[config.mk]
export PLATFORM = sky130hd
export DESIGN_NAME = sac_div_pipe
export DESIGN_NICKNAME = d
export VERILOG_FILES = /design/src/hw/rtl/sac_div_pipe.sv
export SDC_FILE = /design/constraint.sdc
export NUM_CORES = 1
export LEC_CHECK = 0
export BUFFER_PORTS_ARGS = -buffer_cell sky130_fd_sc_hd__buf_2
export CORE_ASPECT_RATIO = 0.5
export CORE_UTILIZATION = 39
export CTS_CLUSTER_DIAMETER = 30
export CTS_CLUSTER_SIZE = 8
export DETAILED_ROUTE_END_ITERATION = 10
export GPL_TIMING_DRIVEN = 1
export SETUP_SLACK_MARGIN = 0.1
export SYNTH_ARGS = -nofsm -noshare
export SYNTH_HDL_FRONTEND = slang
export SYNTH_SLANG_ARGS = --single-unit
export TNS_END_PERCENT = 1
[constraint.sdc]
create_clock -name clk -period 4.1 [get_ports clk]
set_clock_uncertainty 0.15 [all_clocks]
set_input_delay 0.41 -clock clk [delete_from_list [all_inputs] [get_ports clk]]
set_output_delay 0.41 -clock clk [all_outputs]
set_load 0.02 [all_outputs]
[src/hw/rtl/sac_div_pipe.sv]
// ----------------------------------------------------------------------------
// sac_div_pipe: pipelined restoring divider
// One quotient bit per stage, most significant first; a side word rides along.
// ----------------------------------------------------------------------------
module sac_div_pipe #(
  parameter int NUM_W  = 32,
  parameter int DEN_W  = 16,
  parameter int QUO_W  = 16,
  parameter int SIDE_W = 1
) (
  input  logic              clk,
  input  logic              rst_n,
  input  logic              en,
  input  logic              in_vld,
  input  logic [NUM_W-1:0]  in_num,
  input  logic [DEN_W-1:0]  in_den,
  input  logic [SIDE_W-1:0] in_side,
  output logic              out_vld,
  output logic [QUO_W-1:0]  out_quo,
  output logic [SIDE_W-1:0] out_side
);

  localparam int CW = (NUM_W > DEN_W + QUO_W) ? NUM_W : DEN_W + QUO_W;

  logic              vld_r  [QUO_W];
  logic [NUM_W-1:0]  rem_r  [QUO_W];
  logic [DEN_W-1:0]  den_r  [QUO_W];
  logic [QUO_W-1:0]  quo_r  [QUO_W];
  logic [SIDE_W-1:0] side_r [QUO_W];

  for (genvar i = 0; i < QUO_W; i++) begin : g_stage
    localparam int B = QUO_W - 1 - i;
    logic              vld_in;
    logic [NUM_W-1:0]  rem_in;
    logic [DEN_W-1:0]  den_in;
    logic [QUO_W-1:0]  quo_in;
    logic [SIDE_W-1:0] side_in;
    logic [CW-1:0]     trial;
    logic [CW-1:0]     diff;
    logic              fits;

    if (i == 0) begin : g_head
      assign vld_in  = in_vld;
      assign rem_in  = in_num;
      assign den_in  = in_den;
      assign quo_in  = '0;
      assign side_in = in_side;
    end else begin : g_body
      assign vld_in  = vld_r[i-1];
      assign rem_in  = rem_r[i-1];
      assign den_in  = den_r[i-1];
      assign quo_in  = quo_r[i-1];
      assign side_in = side_r[i-1];
    end

    // Subtract the shifted divisor when it fits.
    assign trial = CW'(den_in) << B;
    assign fits  = CW'(rem_in) >= trial;
    assign diff  = CW'(rem_in) - trial;

    always_ff @(posedge clk) begin
      if (!rst_n) begin
        vld_r[i] <= 1'b0;
      end else if (en) begin
        vld_r[i] <= vld_in;
      end
    end

    always_ff @(posedge clk) begin
      if (en) begin
        rem_r[i]  <= fits ? diff[NUM_W-1:0] : rem_in;
        quo_r[i]  <= quo_in | (fits ? (QUO_W'(1) << B) : QUO_W'(0));
        den_r[i]  <= den_in;
        side_r[i] <= side_in;
      end
    end
  end

  assign out_vld  = vld_r[QUO_W-1];
  assign out_quo  = quo_r[QUO_W-1];
  assign out_side = side_r[QUO_W-1];

endmodule

==> flow_summary_export.csv <==
group,metric,value,unit
status,run_status,"complete, no violations",
placed_design,place_congestion,0.8782,
synth,yosysTopAreaCell,"sky130_fd_sc_hd__edfxtp_1",
synth,synth.top_cell.area_share,59.15,%
pwr,power.ir.vdd_worst,0.0003563,V
cts,cts_resized,0,
cells_and_area,finish.net_count,4303,
cells_and_area,fill_cells,10010,
timing,worstMarginPinSlew,884.5,ps
timing,aggregate_negative_setup_slack,0,ps
pwr,design_power_total,0.03568,W
critical_path,required,4430,ps
synth,syn_inst,3723,
die,die_area,116900,sq um
cells_and_area,n_antenna_cell,0,
detailed_routing,routed_via_density,5.111,
cts,cts_hold_buf,53,
synth,post_synth_num_cell_types,81,
cts,clock_tree_from_tritoncts,"built",
critical_path,worst-setup-path-type,"flop to flop",
detailed_routing,antenna_violating_nets_post_route,0,
pwr,power.density_cell_area,675.1,nW/um^2
global_routing,gr-usage-all-layers,14.51,%
die,design.portCount,71,
detailed_routing,wl,84370,microns
cells_and_area,final_layout_size_suffix_gt1_share,9.924,%
cts,numClockSinks,888,
detailed_routing,drc,0,
cts,numCtsBuffers,154,
critical_path,worstReg2RegEnd,"rem_r[12][23]",
global_routing,grt_first_pass_wirelength,140000,microns
global_routing,grt_overflow_total,0,
timing,timing_hold_violations_final,0,
detailed_routing,routedWlPerCell,15.08,microns
timing,maxSlewHeadroom,39.51,%
synth,post_synth_instance_area,45030,sq um
global_routing,grt_start_max_net_pins,107,
critical_path,r2r_worst_path_depth,11,
timing,finalCriticalPeriod,3690,ps
die,dieHeight,242.3,microns
cts,cts-root-to-sink-buffers,3,
timing,setup_viol,0,
hold_path,hp-start,"in_den[12]",
cells_and_area,layout.cells.most_common_list,"sky130_fd_sc_hd__edfxtp_1, sky130_fd_sc_hd__inv_1, sky130_fd_sc_hd__a21oi_1",
job,timing.max_cap.violations,0,
timing,final_min_period_over_clock_period,89.99,%
die,placeableCoreArea,113500,sq um
synth,synth_flop_cell,"sky130_fd_sc_hd__edfxtp_1",
detailed_routing,vias,28590,
critical_path,endpoint,"rem_r[12][23]",
cells_and_area,syn2layout_area_growth,17.36,%
timing,slew_violations,0,
die,initial_core_util,39.66,%
critical_path,arrival,4020,ps
cts,clk_latency,750,ps
cts,path_clk_slew,50,ps
cells_and_area,layout.cells.most_common,"sky130_fd_sc_hd__edfxtp_1",
cts,cts.root.buffer_cell,"sky130_fd_sc_hd__clkbuf_16",
synth,yosysSeqAreaShare,59.19,%
detailed_routing,drt_iter0_drc,1772,
hold_path,min-delay-path-class,"input pin to flop",
timing,rsz0062_at_grt,"false",
critical_path,crit_path_max_fanout,3,
synth,synth.avg_cell_area,12.10,sq um
critical_path,reg2reg_setup_slack,410,ps
cells_and_area,combined_area_of_the_multi_input_logic_cells,16920,sq um
synth,synth-seq-cells,888,
synth,ys_warn_count,0,
die,number_of_cell_rows,87,
global_routing,antenna_violations_before_repair,0,
global_routing,grt_pass1_vias,29250,
synth,share_of_flip_flops_with_an_asynchronous_set_or_reset_after_synthesis,0,%
timing,timing.fmax,271.0,MHz
synth,ys_top_cells_by_area,"sky130_fd_sc_hd__edfxtp_1, sky130_fd_sc_hd__ha_1, sky130_fd_sc_hd__xor2_1",
synth,number_of_synthesized_flops_with_an_enable_pin,887,
placed_design,place_hpwl,59540,microns
critical_path,r2r-start,"rem_r[11][3]",
critical_path,critPathLaunch,"rem_r[11][3]",
pwr,cellLeakagePower,20.47,nW
cts,h-tree-depth,4,
die,die-width,482.6,microns
detailed_routing,drt_pass1_iterations,8,
cells_and_area,final-seq-area,26660,sq um
synth,synthesis.nets,4047,
critical_path,end_kind,"flop",
placed_design,port-buffer-count,70,
critical_path,worst_setup_path_start_kind,"flop",
cts,cts.repair_timing.setup_buffer_count,0,
[logic make-up (layout without fill, tap and decap cells)]
| group | after synthesis | count (layout) | share of synthesized area (%) |
|---|---|---|---|
| AND/OR/NAND/NOR | 971 | 971 | 10.85 |
| flip-flops | 888 | 888 | 59.19 |
| AO/OA/AOI/OAI | 861 | 861 | 12.04 |
| buffers and inverters | 396 | 754 | 3.351 |
| XOR/XNOR | 289 | 289 | 5.621 |
| adder cells (fa/ha/maj) | 271 | 271 | 7.780 |
| multiplexers | 47 | 47 | 1.167 |
[synth_stat cells (17+ instances only)]
cell / n
sky130_fd_sc_hd__a21o_1: 92
sky130_fd_sc_hd__xor2_1: 162
sky130_fd_sc_hd__nand2_1: 252
sky130_fd_sc_hd__o31ai_1: 29
sky130_fd_sc_hd__and3_1: 38
sky130_fd_sc_hd__o21bai_1: 26
sky130_fd_sc_hd__nor2_1: 239
sky130_fd_sc_hd__ha_1: 256
sky130_fd_sc_hd__nand3_1: 38
sky130_fd_sc_hd__edfxtp_1: 887
sky130_fd_sc_hd__o211ai_1: 17
sky130_fd_sc_hd__mux2_2: 43
sky130_fd_sc_hd__nor4_1: 51
sky130_fd_sc_hd__o21a_1: 40
sky130_fd_sc_hd__o21ai_0: 207
sky130_fd_sc_hd__clkbuf_1: 56
sky130_fd_sc_hd__nand4_1: 33
sky130_fd_sc_hd__or4_1: 17
sky130_fd_sc_hd__xnor2_1: 127
sky130_fd_sc_hd__nor2b_1: 29
sky130_fd_sc_hd__a21oi_1: 262
sky130_fd_sc_hd__nand2b_1: 44
sky130_fd_sc_hd__a211oi_1: 43
sky130_fd_sc_hd__nor3_1: 90
sky130_fd_sc_hd__a31oi_1: 23
sky130_fd_sc_hd__or2_2: 19
sky130_fd_sc_hd__or3_1: 42
sky130_fd_sc_hd__inv_1: 327
[power breakdown]
part           switching, W  internal (W)  leakage (nW)  total [W]
clock               0.00424       0.00767          2.35     0.0119
combinational       0.00568       0.00452          9.55     0.0102
sequential          0.00109        0.0125          8.57     0.0136
total                0.0110        0.0247          20.5     0.0357
[registers in the layout (all words and copies together), names as in the netlist]
| signal | cells |
|---|---|
| den_r | 240 |
| side_r | 16 |
| rem_r | 480 |
| vld_r | 16 |
| quo_r | 136 |
[area by class of cell]
cell class                 count  area share, %
clock buffer                 184          7.605
clock inverter                74          1.482
inverter                     329          2.337
multi-input combinational   2439          32.01
sequential                   888          50.44
tap                         1513          3.582
timing repair buffer         167          2.547
[stage by stage]
step	utilization, %	std cells	hold WS (ps)	worst slack, ps	area (sq um)
2_1_floorplan	-	3723	250.3	817.3	45030
3_3_place_gp	41.85	5283	250.7	577.6	47520
3_5_place_dp	41.85	5283	254.5	482.5	47520
4_1_cts	46.55	5594	163.4	464.8	52850
5_1_grt	46.55	5594	198.8	125.1	52850
6_report	46.55	5594	235.4	410.4	52850
[critical path, stage by stage (launching register included)]
cell                        delay (ps)
sky130_fd_sc_hd__edfxtp_1          390
sky130_fd_sc_hd__inv_1              70
sky130_fd_sc_hd__ha_1              190
sky130_fd_sc_hd__fa_1              240
sky130_fd_sc_hd__nor2b_1            80
sky130_fd_sc_hd__o31ai_1           430
sky130_fd_sc_hd__a21oi_1           210
sky130_fd_sc_hd__o2111ai_1         360
sky130_fd_sc_hd__a211oi_1          160
sky130_fd_sc_hd__a2111oi_0         600
sky130_fd_sc_hd__or3b_1            430
sky130_fd_sc_hd__xnor2_1           140
[worst min-delay path by stage]
| stage | endpoint | slack, ps | cells past startpoint |
|---|---|---|---|
| final | den_r[0][12] | 240 | 2 |
| after global routing | den_r[0][7] | 200 | 2 |
| after CTS | den_r[0][13] | 160 | 2 |
| after detailed placement | quo_r[0][123] | 250 | 0 |
| after global placement | quo_r[1][60] | 250 | 0 |
| after floorplan | quo_r[0][106] | 250 | 0 |
[layer usage]
layer  wire length (microns)  up-vias  global-route usage (%)
li1                        -    14410                       -
met1                   38380    13290                   17.68
met2                   39330      651                   24.05
met3                    3439      243                   3.118
met4                    3219        0                   7.743
met5                       0        -                       0
Note: power is estimated with default switching activity, not from simulation.
